$ cat config.mk
export PLATFORM = sky130hd
export DESIGN_NAME = autorange_capacitance_meter
export DESIGN_NICKNAME = d
export VERILOG_FILES = /design/src/rtl/acm_pkg.sv /design/src/rtl/acm_ctrl.sv /design/src/rtl/acm_dp.sv /design/src/rtl/autorange_capacitance_meter.sv
export SDC_FILE = /design/constraint.sdc
export NUM_CORES = 1
export LEC_CHECK = 0
export ABC_CLOCK_PERIOD_IN_PS = 8440
export BUFFER_PORTS_ARGS = -buffer_cell sky130_fd_sc_hd__buf_4
export CORE_AREA = 5 5 194 196
export DETAILED_ROUTE_END_ITERATION = 10
export DIE_AREA = 0 0 199 201
export PLACE_DENSITY = 0.77
export REMOVE_ABC_BUFFERS = 1
export SYNTH_ARGS = -nofsm -noshare
export SYNTH_HDL_FRONTEND = slang
export SYNTH_SLANG_ARGS = --single-unit
$ cat constraint.sdc
create_clock -name clk -period 8.44 [get_ports clk]
set_clock_uncertainty 0.1 [all_clocks]
set_input_delay 1.688 -clock clk [delete_from_list [all_inputs] [get_ports clk]]
set_output_delay 1.688 -clock clk [all_outputs]
set_load 0.05 [all_outputs]
$ cat src/rtl/acm_pkg.sv
// Shared types, constants and helper functions for the auto-ranging capacitance meter.
// Used by acm_ctrl, acm_dp, acm_checker and the top level; depends on nothing.
`timescale 1ns / 1ps
package acm_pkg;

  localparam int ADC_BITS_DEF = 10;

  localparam int CFG_W     = 16;
  localparam int CFG_IDX_W = 2;
  localparam int MVQ_W     = 16;
  localparam int MIND_W    = 12;
  localparam int LOWC_W    = 16;
  localparam int MAXA_W    = 4;

  localparam int Q_FRAC  = 8;
  localparam int RANGE_W = 2;
  localparam int TIME_W  = 10;
  localparam int CAP_W   = 24;
  localparam int ATT_W   = 4;
  localparam int STAT_W  = 2;
  localparam int K_W     = 16;
  localparam int NUM_W   = K_W + TIME_W;
  localparam int OUT_DATA_W = ((RANGE_W + TIME_W + CAP_W + ATT_W + 7) / 8) * 8;
  localparam int DIV_CNT_W  = $clog2(NUM_W + 1);

  localparam logic [MVQ_W-1:0]  RST_MV_PER_COUNT = MVQ_W'(826);
  localparam logic [MIND_W-1:0] RST_MIN_DELTA    = MIND_W'(5);
  localparam logic [LOWC_W-1:0] RST_LOW_CAP      = LOWC_W'(10);
  localparam logic [MAXA_W-1:0] RST_MAX_ATTEMPTS = MAXA_W'(15);

  localparam logic [RANGE_W-1:0] RANGE_LOW  = RANGE_W'(0);
  localparam logic [RANGE_W-1:0] RANGE_MID  = RANGE_W'(1);
  localparam logic [RANGE_W-1:0] RANGE_HIGH = RANGE_W'(2);
  localparam logic [RANGE_W-1:0] RANGE_NONE = RANGE_W'(3);

  localparam logic [TIME_W-1:0] TIME_START = TIME_W'(16);
  localparam logic [TIME_W:0]   TIME_LIMIT = (TIME_W + 1)'(1000);

  localparam logic [CAP_W-1:0] CAP_MAX = {CAP_W{1'b1}};

  typedef enum logic [CFG_IDX_W-1:0] {
    REG_MV_PER_COUNT = 2'd0,
    REG_MIN_DELTA    = 2'd1,
    REG_LOW_CAP      = 2'd2,
    REG_MAX_ATTEMPTS = 2'd3
  } reg_idx_t;

  typedef enum logic [STAT_W-1:0] {
    ST_AGAIN    = 2'd0,
    ST_IN_RANGE = 2'd1,
    ST_OVER     = 2'd2,
    ST_LOW      = 2'd3
  } stat_t;

  typedef enum logic [2:0] {
    S_IDLE,
    S_MUL_START,
    S_MUL_END,
    S_MUL_K,
    S_CHECK,
    S_DIV,
    S_EMIT
  } state_t;

  typedef enum logic [1:0] {
    MUL_START,
    MUL_END,
    MUL_K
  } mul_sel_t;

  typedef struct packed {
    logic [MVQ_W-1:0]  mv_per_count_q8;
    logic [MIND_W-1:0] min_delta_mv;
    logic [LOWC_W-1:0] low_cap_pf;
    logic [MAXA_W-1:0] max_attempts;
  } cfg_t;

  typedef struct packed {
    logic     load;
    logic     mul_en;
    mul_sel_t mul_sel;
    logic     div_init;
    logic     div_step;
    logic     finish;
  } cmd_t;

  typedef struct packed {
    logic busy;
    logic over;
    logic div_done;
    logic out_free;
  } sts_t;

  // Current source constant in units that give pF from ms and mV.
  function automatic logic [K_W-1:0] k_of_range(input logic [RANGE_W-1:0] r);
    logic [K_W-1:0] k;
    case (r)
      RANGE_LOW:  k = K_W'(550);
      RANGE_MID:  k = K_W'(5500);
      RANGE_HIGH: k = K_W'(55000);
      default:    k = '0;
    endcase
    return k;
  endfunction

endpackage

$ cat src/rtl/acm_ctrl.sv
// Sequencing state machine of the capacitance meter: accepts items and steps the datapath.
// Depends on acm_pkg.
`timescale 1ns / 1ps
module acm_ctrl import acm_pkg::*; (
  input  logic clk,
  input  logic rst,
  input  logic in_valid,
  input  logic in_kind,
  input  sts_t sts,
  output logic in_ready,
  output cmd_t cmd
);

  state_t state;
  state_t state_next;

  always_ff @(posedge clk) begin
    if (rst) begin
      state <= S_IDLE;
    end else begin
      state <= state_next;
    end
  end

  always_comb begin
    state_next = state;
    case (state)
      S_IDLE: begin
        if (in_valid) begin
          state_next = (in_kind && sts.busy) ? S_MUL_START : S_EMIT;
        end
      end
      S_MUL_START: state_next = S_MUL_END;
      S_MUL_END:   state_next = S_MUL_K;
      S_MUL_K:     state_next = S_CHECK;
      S_CHECK:     state_next = sts.over ? S_EMIT : S_DIV;
      S_DIV: begin
        if (sts.div_done) begin
          state_next = S_EMIT;
        end
      end
      S_EMIT: begin
        if (sts.out_free) begin
          state_next = S_IDLE;
        end
      end
      default: state_next = S_IDLE;
    endcase
  end

  always_comb begin
    in_ready     = 1'b0;
    cmd.load     = 1'b0;
    cmd.mul_en   = 1'b0;
    cmd.mul_sel  = MUL_START;
    cmd.div_init = 1'b0;
    cmd.div_step = 1'b0;
    cmd.finish   = 1'b0;
    case (state)
      S_IDLE: begin
        in_ready = 1'b1;
        cmd.load = in_valid;
      end
      S_MUL_START: begin
        cmd.mul_en  = 1'b1;
        cmd.mul_sel = MUL_START;
      end
      S_MUL_END: begin
        cmd.mul_en  = 1'b1;
        cmd.mul_sel = MUL_END;
      end
      S_MUL_K: begin
        cmd.mul_en  = 1'b1;
        cmd.mul_sel = MUL_K;
      end
      S_CHECK: cmd.div_init = !sts.over;
      S_DIV:   cmd.div_step = !sts.div_done;
      S_EMIT:  cmd.finish = sts.out_free;
      default: ;
    endcase
  end

endmodule

$ cat src/rtl/acm_dp.sv
// Datapath of the capacitance meter: conversion multiplier, restoring divider,
// range state and the output register. Depends on acm_pkg.
`timescale 1ns / 1ps
module acm_dp import acm_pkg::*; #(
  parameter int ADC_BITS = ADC_BITS_DEF
) (
  input  logic                  clk,
  input  logic                  rst,
  input  cfg_t                  cfg,
  input  cmd_t                  cmd,
  input  logic                  in_kind,
  input  logic [ADC_BITS-1:0]   in_start,
  input  logic [ADC_BITS-1:0]   in_end,
  input  logic                  out_ready,
  output sts_t                  sts,
  output logic                  out_valid,
  output logic [OUT_DATA_W-1:0] out_data,
  output logic [STAT_W-1:0]     out_user
);

  localparam int MV_W    = ADC_BITS + MVQ_W - Q_FRAC;
  localparam int MUL_A_W = (ADC_BITS > K_W) ? ADC_BITS : K_W;
  localparam int PROD_W  = MUL_A_W + MVQ_W;
  localparam int REM_W   = MV_W + 1;

  logic                kind_q;
  logic [ADC_BITS-1:0] start_q;
  logic [ADC_BITS-1:0] end_q;
  logic [MV_W-1:0]     mv_s;
  logic [MV_W-1:0]     mv_e;
  logic [NUM_W-1:0]    num;
  logic signed [MV_W:0] delta;

  logic [REM_W-1:0]     rem;
  logic [NUM_W-1:0]     quo;
  logic [DIV_CNT_W-1:0] div_cnt;

  logic [RANGE_W-1:0] range_sel;
  logic [TIME_W-1:0]  interval_ms;
  logic [ATT_W-1:0]   attempt_count;
  logic               busy;

  logic [RANGE_W-1:0] range_sel_next;
  logic [TIME_W-1:0]  interval_ms_next;
  logic [ATT_W-1:0]   attempt_count_next;
  logic               busy_next;
  stat_t              res_status;
  logic [CAP_W-1:0]   res_cap;

  logic [MUL_A_W-1:0] mul_a;
  logic [MVQ_W-1:0]   mul_b;
  logic [PROD_W-1:0]  prod;

  logic                 over;
  logic [REM_W-1:0]     rem_sh;
  logic [REM_W-1:0]     den;
  logic                 ge;
  logic [CAP_W-1:0]     cap_sat;

  always_comb begin
    mul_a = '0;
    mul_b = cfg.mv_per_count_q8;
    case (cmd.mul_sel)
      MUL_START: mul_a = MUL_A_W'(start_q);
      MUL_END:   mul_a = MUL_A_W'(end_q);
      MUL_K: begin
        mul_a = MUL_A_W'(k_of_range(range_sel));
        mul_b = MVQ_W'(interval_ms);
      end
      default: mul_a = '0;
    endcase
  end

  assign prod = mul_a * mul_b;

  assign over   = (delta <= $signed((MV_W + 1)'(cfg.min_delta_mv)));
  assign den    = REM_W'(delta[MV_W-1:0]);
  assign rem_sh = {rem[REM_W-2:0], quo[NUM_W-1]};
  assign ge     = (rem_sh >= den);

  assign cap_sat = (|quo[NUM_W-1:CAP_W]) ? CAP_MAX : quo[CAP_W-1:0];

  always_ff @(posedge clk) begin
    if (cmd.load) begin
      kind_q  <= in_kind;
      start_q <= in_start;
      end_q   <= in_end;
    end
    if (cmd.mul_en) begin
      case (cmd.mul_sel)
        MUL_START: mv_s <= prod[ADC_BITS+MVQ_W-1:Q_FRAC];
        MUL_END:   mv_e <= prod[ADC_BITS+MVQ_W-1:Q_FRAC];
        MUL_K: begin
          num   <= prod[NUM_W-1:0];
          delta <= $signed({1'b0, mv_e}) - $signed({1'b0, mv_s});
        end
        default: ;
      endcase
    end
    if (cmd.div_init) begin
      rem     <= '0;
      quo     <= num;
      div_cnt <= '0;
    end else if (cmd.div_step) begin
      rem     <= ge ? (rem_sh - den) : rem_sh;
      quo     <= {quo[NUM_W-2:0], ge};
      div_cnt <= div_cnt + 1'b1;
    end
  end

  always_comb begin
    logic [ATT_W-1:0]  att_inc;
    logic [MAXA_W-1:0] limit;
    logic [TIME_W:0]   time_dbl;
    stat_t             cls;
    logic              stop;

    att_inc  = attempt_count + 1'b1;
    limit    = (cfg.max_attempts == '0) ? MAXA_W'(1) : cfg.max_attempts;
    time_dbl = {interval_ms, 1'b0};
    cls      = ST_OVER;
    stop     = 1'b0;

    range_sel_next     = range_sel;
    interval_ms_next   = interval_ms;
    attempt_count_next = attempt_count;
    busy_next          = busy;
    res_status         = ST_AGAIN;
    res_cap            = '0;

    if (!kind_q) begin
      range_sel_next     = RANGE_MID;
      interval_ms_next   = TIME_START;
      attempt_count_next = '0;
      busy_next          = 1'b1;
    end else if (busy) begin
      if (!over) begin
        res_cap = cap_sat;
        cls     = (cap_sat <= CAP_W'(cfg.low_cap_pf)) ? ST_LOW : ST_IN_RANGE;
      end
      attempt_count_next = att_inc;
      stop = (cls == ST_IN_RANGE) || (att_inc >= limit);
      if (!stop && cls == ST_OVER) begin
        if (range_sel < RANGE_HIGH) begin
          range_sel_next = range_sel + 1'b1;
        end else if (time_dbl < TIME_LIMIT) begin
          interval_ms_next = time_dbl[TIME_W-1:0];
        end else begin
          stop = 1'b1;
        end
      end else if (!stop && cls == ST_LOW) begin
        if (range_sel > RANGE_LOW) begin
          range_sel_next = range_sel - 1'b1;
        end else if ((interval_ms >> 1) > TIME_W'(1)) begin
          interval_ms_next = interval_ms >> 1;
        end else begin
          stop = 1'b1;
        end
      end
      if (stop) begin
        busy_next  = 1'b0;
        res_status = cls;
      end
    end
  end

  always_ff @(posedge clk) begin
    if (rst) begin
      range_sel     <= RANGE_MID;
      interval_ms   <= TIME_START;
      attempt_count <= '0;
      busy          <= 1'b0;
      out_valid     <= 1'b0;
    end else begin
      if (cmd.finish) begin
        range_sel     <= range_sel_next;
        interval_ms   <= interval_ms_next;
        attempt_count <= attempt_count_next;
        busy          <= busy_next;
        out_valid     <= 1'b1;
      end else if (out_ready) begin
        out_valid <= 1'b0;
      end
    end
  end

  always_ff @(posedge clk) begin
    if (cmd.finish) begin
      out_user <= res_status;
      out_data <= OUT_DATA_W'({attempt_count_next, res_cap, interval_ms_next, range_sel_next});
    end
  end

  assign sts.busy     = busy;
  assign sts.over     = over;
  assign sts.div_done = (div_cnt == DIV_CNT_W'(NUM_W));
  assign sts.out_free = !out_valid || out_ready;

endmodule

$ cat src/rtl/autorange_capacitance_meter.sv
// Top level of the auto-ranging capacitance meter: configuration registers,
// controller and datapath. Depends on acm_pkg, acm_ctrl and acm_dp.
// A start item or a sample outside a series passes from accept straight to the output step;
// an evaluated sample passes through 3 multiplies, the over-range check, the divider and
// the output step, skipping the divider when it reads over range. The output step waits for
// a free output register. Items go one at a time; the divider yields one quotient bit per cycle.
// A finished result waits in the output register while the next item is accepted.
// Reset (rst, synchronous, active high) returns the range to 5.5 uA, the time to 16 ms,
// clears the series and the output valid, and loads the register defaults.
`timescale 1ns / 1ps
module autorange_capacitance_meter import acm_pkg::*; #(
  parameter int ADC_BITS = ADC_BITS_DEF,
  parameter int S_DATA_W = ((2 * ADC_BITS + 7) / 8) * 8
) (
  input  logic                  clk,
  input  logic                  rst,
  input  logic                  s_tvalid,
  output logic                  s_tready,
  input  logic [S_DATA_W-1:0]   s_tdata,   // start_count, end_count
  input  logic                  s_tuser,   // kind
  output logic                  m_tvalid,
  input  logic                  m_tready,
  output logic [OUT_DATA_W-1:0] m_tdata,   // current_range, charge_ms, cap_pf, attempt
  output logic [STAT_W-1:0]     m_tuser,   // status
  input  logic                  cfg_we,
  input  logic [CFG_IDX_W-1:0]  cfg_index,
  input  logic [CFG_W-1:0]      cfg_data
);

  cfg_t cfg;
  cmd_t cmd;
  sts_t sts;

  always_ff @(posedge clk) begin
    if (rst) begin
      cfg.mv_per_count_q8 <= RST_MV_PER_COUNT;
      cfg.min_delta_mv    <= RST_MIN_DELTA;
      cfg.low_cap_pf      <= RST_LOW_CAP;
      cfg.max_attempts    <= RST_MAX_ATTEMPTS;
    end else if (cfg_we) begin
      case (reg_idx_t'(cfg_index))
        REG_MV_PER_COUNT: cfg.mv_per_count_q8 <= cfg_data[MVQ_W-1:0];
        REG_MIN_DELTA:    cfg.min_delta_mv    <= cfg_data[MIND_W-1:0];
        REG_LOW_CAP:      cfg.low_cap_pf      <= cfg_data[LOWC_W-1:0];
        REG_MAX_ATTEMPTS: cfg.max_attempts    <= cfg_data[MAXA_W-1:0];
        default: ;
      endcase
    end
  end

  acm_ctrl u_ctrl (
    .clk      (clk),
    .rst      (rst),
    .in_valid (s_tvalid),
    .in_kind  (s_tuser),
    .sts      (sts),
    .in_ready (s_tready),
    .cmd      (cmd)
  );

  acm_dp #(
    .ADC_BITS (ADC_BITS)
  ) u_dp (
    .clk       (clk),
    .rst       (rst),
    .cfg       (cfg),
    .cmd       (cmd),
    .in_kind   (s_tuser),
    .in_start  (s_tdata[ADC_BITS-1:0]),
    .in_end    (s_tdata[2*ADC_BITS-1:ADC_BITS]),
    .out_ready (m_tready),
    .sts       (sts),
    .out_valid (m_tvalid),
    .out_data  (m_tdata),
    .out_user  (m_tuser)
  );

endmodule

; After elaboration in Yosys (flattened, before gate mapping)
; Index checks and enable logic that the tools add are counted.
[word_totals]
regBits = 262
in_bits = 48
out_inout_bits = 44
[classes]
addsub = 6
n_mul = 1
n_lt_le_gt_ge = 8
n_eq_ne = 20
muxes = 53
bitwise_logic = 2
reduce_logical = 27
[ops]
columns = op, count
row1 = one-hot mux 16 bit (3 select lines), 2
row2 = two-way mux 10 bit, 8
row3 = two-way mux 26 bit, 2
row4 = multiplier 16 x 16 -> 26 bit, 1
row5 = <= comparator 24 x 16 -> 1 bit, 1
row6 = two-way mux 24 bit, 1
row7 = two-way mux 2 bit, 11
row8 = one-hot mux 3 bit (7 select lines), 1
row9 = greater-or-equal comparator 19 x 18 -> 1 bit, 1
row10 = <= comparator 19 x 13 -> 1 bit, 1
row11 = subtractor 18 x 18 -> 19 bit, 1
row12 = two-way mux 1 bit, 18
row13 = two-way mux 18 bit, 1
row14 = subtractor 18 bit, 1
row15 = two-way mux 16 bit, 1
row16 = AND reduction 2 bit, 7
row17 = == test 2 bit (second input constant), 6
row18 = two-way mux 3 bit, 4
row19 = two-way mux 4 bit, 3
row20 = < comparator 11 x 10 -> 1 bit (second input constant), 1
row21 = == test 3 bit (second input constant), 3
row22 = greater-than comparator 9 x 1 -> 1 bit (second input constant), 1
row23 = one-hot mux 3 bit (3 select lines), 1
row24 = == test 2 x 1 -> 1 bit (second input constant), 4
row25 = other kinds (23), 36

; Depth between registers and ports, before layout
; Gate-level depths: netlist of run 1.
[depth]
word_depth = 18
depth_mapped = 29

; Cells and area by module
; From an unflattened synthesis of run 1, not the netlist that was laid out.
[hier_totals]
cells_unflattened = 2058
area_unflattened_um2 = 20434.6
[modules_own_cells]
columns = mod, instances, cells_per_inst, area_each_um2, seq_area_each_um2
row1 = acm_dp, 1, 1835, 18178.7, 5925.7
row2 = autorange_capacitance_meter, 1, 188, 1964.4, 960.9
row3 = acm_ctrl, 1, 35, 291.5, 60.1

; Least setup slack after synthesis of run 1
; No wires, ideal clock.
[synth_path]
path_type = register to register
from = register u_ctrl.state[2]
to = register u_dp.mv_e[16] (data pin)
setup_time_ns = 0.273
t_arrival_ns = 7.861
t_required_ns = 8.067
slack_ns = 0.207
path_stages_with_launch = 26
synth_period_minus_slack_ns = 8.233
path_cell_list = dfxtp_1 > clkbuf_1 > nand2b_1 > or2_2 > clkbuf_1 > inv_2 > buf_1 > nand3_1 > fa_1 > inv_1 > fa_1 > fa_1 > fa_1 > fa_1 > inv_1 > fa_1 > inv_1 > ha_1 > a21oi_1 > o21ai_0 > a2bb2oi_1 > o21ai_0 > or4_1 > a31oi_1 > o21ai_0 > xor2_1
[synth_between]
elab_chain_len = 5
[synth_rtl]
columns = item, line
row1 = start: declaration, acm_ctrl.sv:14  ; state_t state;
row2 = start signal: assignment, acm_ctrl.sv:21  ; state <= state_next;
row3 = == test 3 x 2 -> 1 bit / == test 3 x 1 -> 1 bit (equally long branches), acm_ctrl.sv:59  ; case (state)
row4 = one-hot mux 3 bit (3 select lines) *, acm_ctrl.sv:59
row5 = == test 2 bit (tied with other cells), acm_dp.sv:63  ; case (cmd.mul_sel)
row6 = one-hot mux 16 bit (3 select lines) / two-way mux 16 bit (equally long branches), acm_dp.sv:63
row7 = multiplier 16 x 16 -> 26 bit *, acm_dp.sv:74  ; assign prod = mul_a * mul_b;
row8 = via u_dp.prod[24], acm_dp.sv:52  ; logic [PROD_W-1:0] prod;
row9 = end signal: assignment, acm_dp.sv:92  ; MUL_END: mv_e <= prod[ADC_BITS+MVQ_W-1:Q_FRAC];
row10 = end: declaration, acm_dp.sv:30  ; logic [MV_W-1:0] mv_e;
; Mark *: on every way through the listed nets, which the timed path passes. The rest lies on a longest branch.
; A chain may end at the register's enable or synchronous reset.

; Final worst setup path of run 1
; Ends and elaborated chain as after synthesis.

==> results of run 1 <==
## cell usage after synthesis, types with 13 or more instances
cell / number / area share [%]
sky130_fd_sc_hd__inv_1: 336 / 6.3
sky130_fd_sc_hd__nand2_1: 252 / 4.7
sky130_fd_sc_hd__ha_1: 176 / 11
sky130_fd_sc_hd__edfxtp_1: 170 / 26
sky130_fd_sc_hd__nor2_1: 164 / 3.1
sky130_fd_sc_hd__fa_1: 157 / 16
sky130_fd_sc_hd__a21oi_1: 102 / 2.6
sky130_fd_sc_hd__dfxtp_1: 92 / 9.2
sky130_fd_sc_hd__o21ai_0: 60 / 1.5
sky130_fd_sc_hd__nand3_1: 53 / 1.3
sky130_fd_sc_hd__clkbuf_1: 52 / 0.98
sky130_fd_sc_hd__xnor2_1: 37 / 1.6
sky130_fd_sc_hd__nor2b_1: 30 / 0.94
sky130_fd_sc_hd__mux2_2: 29 / 1.6
sky130_fd_sc_hd__mux2i_1: 24 / 1.2
sky130_fd_sc_hd__or3_1: 24 / 0.75
sky130_fd_sc_hd__a21o_1: 20 / 0.75
sky130_fd_sc_hd__and3_1: 20 / 0.63
sky130_fd_sc_hd__nor3_1: 19 / 0.48
sky130_fd_sc_hd__o21a_1: 19 / 0.72
sky130_fd_sc_hd__xor2_1: 18 / 0.79
sky130_fd_sc_hd__nand4_1: 14 / 0.44
sky130_fd_sc_hd__a211oi_1: 13 / 0.49
sky130_fd_sc_hd__nand3b_1: 13 / 0.49
## routing by layer
layer  global-route usage (%)  vias to the layer above
li1                         -                     7043
met1                     32.6                     7395
met2                     40.6                      491
met3                     3.51                      117
met4                     9.57                        0
met5                        0                        -
## worst reg2reg max path: cells and delay by family (launching register included)
kind                     cells  cell delay, ps
adder cells (fa/ha/maj)      7            3470
flip-flops                   1             420
AO/OA/AOI/OAI                5            1040
buffers and inverters        6             900
XOR/XNOR                     1             270
AND/OR/NAND/NOR              7            1620
## sequential cells by signal (all words and copies together) (netlist names)
| signal | flops |
|---|---|
| u_dp.attempt_count | 4 |
| u_dp.interval_ms | 10 |
| u_dp.out_valid | 1 |
| u_dp.end_q | 10 |
| u_dp.mv_s | 18 |
| u_dp.delta | 19 |
| cfg | 48 |
| u_dp.mv_e | 18 |
| u_dp.range_sel | 2 |
| u_dp.out_user | 2 |
| u_dp.busy | 1 |
| u_ctrl.state | 3 |
| u_dp.start_q | 10 |
| u_dp.quo | 26 |
| u_dp.kind_q | 1 |
| u_dp.out_data | 40 |
| u_dp.div_cnt | 5 |
| u_dp.rem | 18 |
| u_dp.num | 26 |
## what timing repair did
action                     CTS  global route
setup endpoints to repair    0             3
hold endpoints to repair     0             0
resized for setup            0             1
setup buffers                0             0
## through the flow
| step | TNS, ps | util (%) | setup slack (ps) |
|---|---|---|---|
| floorplan | -60.7 | - | -20.2 |
| global placement | 0 | 58.9 | 596 |
| detailed placement | 0 | 58.9 | 548 |
| CTS | 0 | 61.5 | 426 |
| global route | 0 | 61.5 | 41.3 |
| finish | 0 | 61.5 | 427 |
## worst max path at each step
stage | startpoint | end | cells after the start
4_1_cts | u_ctrl.state[2] | u_dp.mv_e[16] | 25
3_5_place_dp | u_ctrl.state[1] | u_dp.mv_e[16] | 26
3_3_place_gp | u_ctrl.state[2] | u_dp.mv_s[16] | 27
5_1_grt | u_ctrl.state[1] | u_dp.mv_e[16] | 26
6_report | u_ctrl.state[2] | u_dp.mv_e[16] | 26
2_1_floorplan | u_ctrl.state[2] | u_dp.mv_e[16] | 25
## layout make-up
cell class,instances,area share [%]
antenna,1,0.0113
clock buffer,35,3.39
clock inverter,17,0.805
inverter,337,5.73
multi-input combinational,1405,51.9
sequential,262,31.5
tap,468,2.65
timing repair buffer,120,4.08
## logic make-up (layout without fill, tap and decap cells)
group           Yosys count  in the layout
buf+inv                 406            509
other cells               2             10
compound gates          311            311
flops                   262            262
simple gates            643            643
fa+ha+maj               333            333
mux                      54             54
xor+xnor                 55             55
==> run metrics, run 1 <==
fraction of layout cells with a size suffix above 1 10.4%; min Tclk post-route ~8000 ps; post-synthesis sequential element count ~260; global route overflow 0; Setup crit start kind flop; clock input transition at the sequential cells of the worst setup and hold paths 60 ps; number of standard cells in the layout, taps in and fillers out 2645; mux cell area share after synthesis between 2 and 3%; die height 201 µm; kind of capture point of the worst setup path flop; met1 layer wirelength in the final routing 19900 µm; wire length of the first global-routing pass 78700 µm; Total GRT Usage 24.5%; ports placed on the boundary 92; setup-violating endpoint count in the final report 0; unrepaired setup endpoints after global routing no; multi-input logic area 11500 µm²; Final ANT Viol Nets 0; floorplan die width around 200 µm; share of the synthesized netlist area taken by xor and xnor gates 2.42%; Die Outline Area between 30000 and 40000 µm²; total count of max-transition violations in the final report 0; via count of the first global-routing pass 15300; final layout net count 2535; CP max stage cell sky130_fd_sc_hd__fa_1; number of warnings reported in the yosys synthesis log 0; final hold slack 360 ps; Via-to-Cell Ratio about 5.7; critical path type flop to flop; placed inst area 21100 µm²; Total Wirelength approximately 48000 µm; highest fanout seen on the critical path 27; worst min-delay path endpoint cfg[11]; via count of the routed design 15000; Worst R2R Setup Slack roughly 430 ps; met3 routed wirelength ~3300 µm; count of flip-flops with a built-in enable after synthesis 170; WHS Path Cells 2; antenna violations before repair 0; Avg Cell Area, Syn approximately 9.6 µm²; initial detailed-routing violation count ~1100; R2R Path End u_dp.mv_e[16]; detailed placer's ending HPWL between 30000 and 40000 µm; Worst-Margin Slew 1200 ps; Critical Path Most Common Cell sky130_fd_sc_hd__fa_1; commonest cells after routing, fill and taps aside sky130_fd_sc_hd__inv_1 (335), sky130_fd_sc_hd__nand2_1 (252), sky130_fd_sc_hd__ha_1 (176); Critical Path RT 8680 ps; core region area around 36000 µm²; biggest cell delay along the critical path between 500 and 600 ps; Fin. Hold Viols 0; area occupied by registers 6950 µm²; # port buffers between 80 and 90; async set-reset flop share out of synthesis 0%; prevailing post-synth register cell sky130_fd_sc_hd__edfxtp_1; initial standard-cell utilization of the core between 50% and 60%; combinational family with the most area after synthesis adder cells; number of unique standard cell types used by synthesis between 70 and 80; count of filler cells inserted in the layout around 2900; post-route DRC violation count 0; Max clock buf depth 3; total number of placement rows 70; number of levels the H-tree was split into 1; synthesis-to-layout area growth 10.8%; most common library cell in the layout ignoring fill and taps sky130_fd_sc_hd__inv_1; number of max-capacitance violations reported 0; Netlist Area Pre-Place about 20000 µm²; Fmax achieved approximately 120 MHz; critical register-to-register path startpoint u_ctrl.state[2]; launch point of the worst hold path cfg[11]; CTS tree done; Largest delay share family, worst path adder cells; fraction of the mapped netlist area in compound gates approximately a tenth; maximum number of pins on one net before global-route repair 67; Max transition margin 19.5%; adder and majority gate portion of the synthesized area 26.8%; final non-filler cell area between 20000 and 25000 µm²; number of hold buffers added after CTS 0; WL per Instance 18.3 µm; sum of met2 wire segment lengths after detailed routing 23100 µm; insertion delay to the later sink of the worst-skew pair around 550 ps; post-synthesis cell count a little over 2000; total buffers and inverters traversed by the critical path 6; root buffer selected by CTS sky130_fd_sc_hd__clkbuf_16; share of the yosys chip area belonging to registers 34.8%; clock sink count between 200 and 300; Worst R2R Path Depth 26; worst hold-check path type flop to flop; arrival time at the worst endpoint roughly 8300 ps; result of the run finished clean; cts bufs inserted 28; Routability Congestion between 0.9 and 1; Top Metal Used met4; DR pass1 iterations 6; number of cells in the design after placement 2592; final clock period utilization by the worst path approximately 95%; area fraction in and, or, nand and nor cells after synthesis around 15%
Power of run 1 is left out: the tool's default activity adds up to more than one toggle a clock period on the data nets, which glitch-free logic cannot reach.
==> run 2, diff against run 1 <==
- CTS_BUF_LIST: default -> sky130_fd_sc_hd__clkbuf_16
- PLACE_DENSITY: 0.77 -> 0.76
==> run 2 against run 1 <==
  * Maximum frequency is essentially flat
  * Clock-buffer cell count shrank 7
  * Wire length shrank 0.46%
  * Via count grew 0.25%
  * Die area is the same
  * Register-to-register slack is essentially flat
  * Non-clock buffer count grew 1
  * Global-route usage shrank 0.15 points
==> run metrics, run 2 (synthesis gave the netlist of run 1 again) <==
Routability Congestion 0.941 (-0.43%); WL per Instance 18.3 µm (-0.39%); initial standard-cell utilization of the core 55.5% (unchanged); die height 201 µm (unchanged); CTS-repair resized insts 0 (unchanged); met1 layer wirelength in the final routing 19500 µm (-2.1%); Worst-Margin Slew 1220 ps (+15.2 ps); via count of the routed design 15100 (+0.25%); number of cells in the design after placement 2593 (+0.039%); Total Wirelength 48200 µm (-0.46%); core region area 35900 µm² (unchanged); Max transition margin 18.5% (-1.1 points); number of flip-flops under the largest register name 48 (unchanged); arrival time at the worst endpoint 8270 ps (about the same); sum of met2 wire segment lengths after detailed routing 23600 µm (+1.8%); via count of the first global-routing pass 15100 (-1.1%); CTS tree done; Setup crit start kind flop; total count of max-transition violations in the final report 0 (unchanged); final non-filler cell area 22000 µm² (-0.53%); Top Metal Used met5; most common library cell in the layout ignoring fill and taps sky130_fd_sc_hd__inv_1; total number of placement rows 70 (unchanged); Worst R2R Setup Slack 420 ps (about the same); worst hold-check path type flop to flop; largest registers in the final layout cfg x48, u_dp.out_data x40; unrepaired setup endpoints after global routing no; final clock period utilization by the worst path 95.0% (about the same); count of filler cells inserted in the layout 2954 (+0.37%); initial detailed-routing violation count 1008 (-5.6%); Total GRT Usage 24.3% (-0.15 points); global route overflow 0 (unchanged); min Tclk post-route 8020 ps (+3.75 ps); Final ANT Viol Nets 0 (unchanged); met3 routed wirelength 3500 µm (+6.3%); setup-violating endpoint count in the final report 0 (unchanged); Fmax achieved 125 MHz (about the same); Fin. Hold Viols 0 (unchanged); floorplan die width 199 µm (unchanged); insertion delay to the later sink of the worst-skew pair 570 ps (+20 ps); result of the run finished clean; number of levels the H-tree was split into 1 (unchanged); wire length of the first global-routing pass 77800 µm (-1.2%); Via-to-Cell Ratio 5.71 (+0.32%); ports placed on the boundary 92 (unchanged); maximum number of pins on one net before global-route repair 67 (unchanged); # port buffers 87 (unchanged); Max clock buf depth 3 (unchanged); final layout net count 2535 (unchanged); root buffer selected by CTS sky130_fd_sc_hd__clkbuf_16; Reg with most FFs cfg; antenna violations before repair 2 (+2); antenna diode count 0 (-1); detailed placer's ending HPWL 38500 µm (+0.53%); synthesis-to-layout area growth 10.2%; post-route DRC violation count 0 (unchanged); Critical Path RT 8690 ps (about the same); highest fanout seen on the critical path 10 (-63%); DR pass1 iterations 5 (-1); cts bufs inserted 27 (-3.6%); Die Outline Area 40000 µm² (unchanged); clock input transition at the sequential cells of the worst setup and hold paths 60 ps (about the same); critical path type flop to flop; clock sink count 262 (unchanged); number of hold buffers added after CTS 0 (unchanged); fraction of layout cells with a size suffix above 1 10.0% (-0.41 points); number of max-capacitance violations reported 0 (unchanged); commonest cells after routing, fill and taps aside sky130_fd_sc_hd__inv_1 (347), sky130_fd_sc_hd__nand2_1 (252), sky130_fd_sc_hd__ha_1 (176); kind of capture point of the worst setup path flop; placed inst area 21200 µm² (about the same); setup repair bufs after CTS 0 (unchanged); number of standard cells in the layout, taps in and fillers out 2643 (-0.076%)
## run 2: changes by cell type in the layout (fill, tap and decap cells not counted), moves of 2 or more
cell	previous run	this run
sky130_fd_sc_hd__bufinv_16	3	0
sky130_fd_sc_hd__clkbuf_1	6	0
sky130_fd_sc_hd__clkinv_2	5	2
sky130_fd_sc_hd__clkinv_4	3	1
sky130_fd_sc_hd__clkinvlp_4	2	0
sky130_fd_sc_hd__inv_1	335	347
sky130_fd_sc_hd__inv_2	2	5
## run 2: area by class of cell
type | instances | area (µm²) | area share [%]
sequential | 262 | 6950 | 31.6
tap | 468 | 586 | 2.67
multi-input combinational | 1405 | 11500 | 52.1
inverter | 337 | 1260 | 5.76
clock inverter | 22 | 106 | 0.484
clock buffer | 28 | 701 | 3.19
timing repair buffer | 121 | 908 | 4.14
## run 2: worst paths after layout
kind,from,end,depth (start not counted)
hold / removal,u_dp.rem[17],u_dp.rem[17],2
setup / recovery,u_ctrl.state[1],u_dp.num[24],23
setup reg to reg,u_ctrl.state[1],u_dp.num[24],23
hold reg to reg,u_dp.rem[17],u_dp.rem[17],2
## run 2: routing by layer
metal,global-route usage [%],vias to the layer above
met5,0,-
met3,3.39,97
met4,8.18,2
li1,-,7052
met2,41.0,505
met1,32.4,7427
## run 2: per-stage QoR
step | util (%) | setup WS [ps] | setup TNS, ps | hold WS [ps]
2_1_floorplan | - | -20.2 | -60.7 | 327
3_3_place_gp | 58.9 | 656 | 0 | 336
4_1_cts | 61.2 | 484 | 0 | 355
3_5_place_dp | 58.9 | 519 | 0 | 343
6_report | 61.2 | 423 | 0 | 354
5_1_grt | 61.2 | 31.9 | 0 | 373
## run 2: critical path, stage by stage, from the launching register on
cell and delay [ps]:
sky130_fd_sc_hd__dfxtp_1 490, sky130_fd_sc_hd__nand2b_1 140, sky130_fd_sc_hd__or2_2 380, sky130_fd_sc_hd__nor3_1 520, sky130_fd_sc_hd__a221o_1 490, sky130_fd_sc_hd__nand2_1 150
sky130_fd_sc_hd__fa_1 530, sky130_fd_sc_hd__inv_1 50, sky130_fd_sc_hd__fa_1 480, sky130_fd_sc_hd__fa_1 540, sky130_fd_sc_hd__fa_1 520, sky130_fd_sc_hd__fa_1 540
sky130_fd_sc_hd__inv_1 50, sky130_fd_sc_hd__fa_1 530, sky130_fd_sc_hd__inv_1 40, sky130_fd_sc_hd__ha_1 360, sky130_fd_sc_hd__o211a_1 290, sky130_fd_sc_hd__nand2_1 70
sky130_fd_sc_hd__a2bb2oi_1 150, sky130_fd_sc_hd__o21ai_0 220, sky130_fd_sc_hd__or4_1 470, sky130_fd_sc_hd__a31oi_1 260, sky130_fd_sc_hd__o21ai_0 130, sky130_fd_sc_hd__xor2_1 280
Power of run 2 is left out for the same reason.
==> run 3, diff against run 2 <==
- RECOVER_POWER: default -> 100
==> run 3 against run 2 <==
  * The flow now finishes with violations (capacitance limit, slew limit)
  * Global-route usage did not move
  * Setup slack got worse by 58 ps
  * Sequential cell count did not move
  * Final cell count did not move
  * First-iteration DRC count rose by 3.1%
  * Hold slack barely moved
  * Critical path depth did not move
  * Clock-buffer cell count did not move
  * Register-to-register slack got worse by 60 ps
  * Wire length rose by 0.19%
  * Largest cell class unchanged
  * Core utilization fell by 0.69 points
  * Critical path type unchanged
==> run metrics, run 3 (synthesis gave the netlist of run 1 again) <==
Max transition margin -96.1% (-110 points); number of max-capacitance violations reported 5 (+5); result of the run finished, violations left; Via-to-Cell Ratio 5.73 (+0.34%); WL per Instance 18.3 µm (+0.19%); number of hold buffers added after CTS 0 (unchanged); cts bufs inserted 27 (unchanged); insertion delay to the later sink of the worst-skew pair 560 ps (about the same); via count of the first global-routing pass 15100 (unchanged); clock sink count 262 (unchanged); die height 201 µm (unchanged); # port buffers 87 (unchanged); worst hold-check path type flop to flop; Total Wirelength 48300 µm (+0.19%); DR pass1 iterations 6 (+1); ports placed on the boundary 92 (unchanged); total count of max-transition violations in the final report 146 (+146); final clock period utilization by the worst path 95.7% (+0.69 points); initial standard-cell utilization of the core 55.5% (unchanged); WHS Path Cells 2 (unchanged); Die Outline Area 40000 µm² (unchanged); unrepaired setup endpoints after global routing no; kind of capture point of the worst setup path flop; total number of placement rows 70 (unchanged); antenna diode count 0 (unchanged); floorplan die width 199 µm (unchanged); Worst R2R Path Depth 23 (unchanged); commonest cells after routing, fill and taps aside sky130_fd_sc_hd__inv_1 (348), sky130_fd_sc_hd__nand2_1 (252), sky130_fd_sc_hd__ha_1 (176); Max clock buf depth 3 (unchanged); Critical Path RT 8690 ps (about the same); Final ANT Viol Nets 0 (unchanged); Setup crit start kind flop; number of standard cells in the layout, taps in and fillers out 2643 (unchanged); total negative setup slack 0 ps (unchanged); setup-violating endpoint count in the final report 0 (unchanged); synthesis-to-layout area growth 8.94%; global route overflow 0 (unchanged); fraction of layout cells with a size suffix above 1 7.22% (-2.8 points); Total GRT Usage 24.3% (unchanged); critical path type flop to flop; clock input transition at the sequential cells of the worst setup and hold paths 60 ps (about the same); via count of the routed design 15100 (+0.34%); most common library cell in the layout ignoring fill and taps sky130_fd_sc_hd__inv_1; detailed placer's ending HPWL 38500 µm (unchanged); antenna violations before repair 2 (unchanged); post-route DRC violation count 0 (unchanged); Routability Congestion 0.941 (unchanged); Fin. Hold Viols 0 (unchanged); Reg with most FFs cfg; Worst-Margin Slew 2940 ps (+1720 ps); number of cells in the design after placement 2593 (unchanged); highest fanout seen on the critical path 10 (unchanged); CTS tree done; number of levels the H-tree was split into 1 (unchanged); number of flip-flops under the largest register name 48 (unchanged); initial detailed-routing violation count 1039 (+3.1%); root buffer selected by CTS sky130_fd_sc_hd__clkbuf_16; final layout net count 2535 (unchanged); core region area 35900 µm² (unchanged); arrival time at the worst endpoint 8320 ps (+50 ps); maximum number of pins on one net before global-route repair 67 (unchanged); wire length of the first global-routing pass 77800 µm (unchanged); largest registers in the final layout cfg x48, u_dp.out_data x40; setup repair bufs after CTS 0 (unchanged); Fmax achieved 124 MHz (-0.72%); min Tclk post-route 8070 ps (+58.3 ps); CTS-repair resized insts 0 (unchanged); count of filler cells inserted in the layout 3023 (+2.3%); failing checks capacitance limit, slew limit
-- run 3: cell types whose count changed in the layout (fill, tap and decap cells not counted), sizes merged --
cell / before / now
buf: 121 / 48
clkbuf: 28 / 101
-- run 3: per-stage QoR --
| step | instance area, µm² | hold WS [ps] | setup slack, ps | util [%] |
|---|---|---|---|---|
| finish | 21700 | 353 | 365 | 60.5 |
| global placement | 21200 | 336 | 656 | 58.9 |
| CTS | 22000 | 355 | 484 | 61.2 |
| global route | 21700 | 373 | 40.8 | 60.5 |
| detailed placement | 21200 | 343 | 519 | 58.9 |
| floorplan | 19700 | 327 | -20.2 | - |
-- run 3: cell type report --
type	instances	area [µm²]	area share, %
inverters	337	1260	5.83
clock buffers	28	701	3.23
flip-flops and latches	262	6950	32.0
repair buffers	121	713	3.28
well taps	468	586	2.70
clock inverters	22	106	0.490
multi-input cells	1405	11400	52.5
-- run 3: path summary, 6_finish.rpt --
kind,slack [ps],from,to
max reg2reg,370,u_ctrl.state[1],u_dp.num[24]
max,370,u_ctrl.state[1],u_dp.num[24]
min reg2reg,350,u_dp.rem[17],u_dp.rem[17]
min,350,u_dp.rem[17],u_dp.rem[17]
-- run 3: worst max-delay path: stages (launching register included) --
cell	delay [ps]
sky130_fd_sc_hd__dfxtp_1	490
sky130_fd_sc_hd__nand2b_1	150
sky130_fd_sc_hd__or2_2	380
sky130_fd_sc_hd__nor3_1	540
sky130_fd_sc_hd__a221o_1	490
sky130_fd_sc_hd__nand2_1	150
sky130_fd_sc_hd__fa_1	530
sky130_fd_sc_hd__inv_1	50
sky130_fd_sc_hd__fa_1	490
sky130_fd_sc_hd__fa_1	540
sky130_fd_sc_hd__fa_1	520
sky130_fd_sc_hd__fa_1	540
sky130_fd_sc_hd__inv_1	50
sky130_fd_sc_hd__fa_1	530
sky130_fd_sc_hd__inv_1	40
sky130_fd_sc_hd__ha_1	370
sky130_fd_sc_hd__o211a_1	290
sky130_fd_sc_hd__nand2_1	70
sky130_fd_sc_hd__a2bb2oi_1	160
sky130_fd_sc_hd__o21ai_0	220
sky130_fd_sc_hd__or4_1	470
sky130_fd_sc_hd__a31oi_1	260
sky130_fd_sc_hd__o21ai_0	130
sky130_fd_sc_hd__xor2_1	290
-- run 3: metal layers --
| layer | GRT usage, % | up-vias | share of wire, % |
|---|---|---|---|
| met5 | 0 | - | 0.014 |
| met4 | 8.18 | 2 | 3.6 |
| met3 | 3.39 | 111 | 7.4 |
| met2 | 41.0 | 526 | 49 |
| met1 | 32.4 | 7449 | 40 |
| li1 | - | 7047 | - |
Power of run 3 is left out for the same reason.
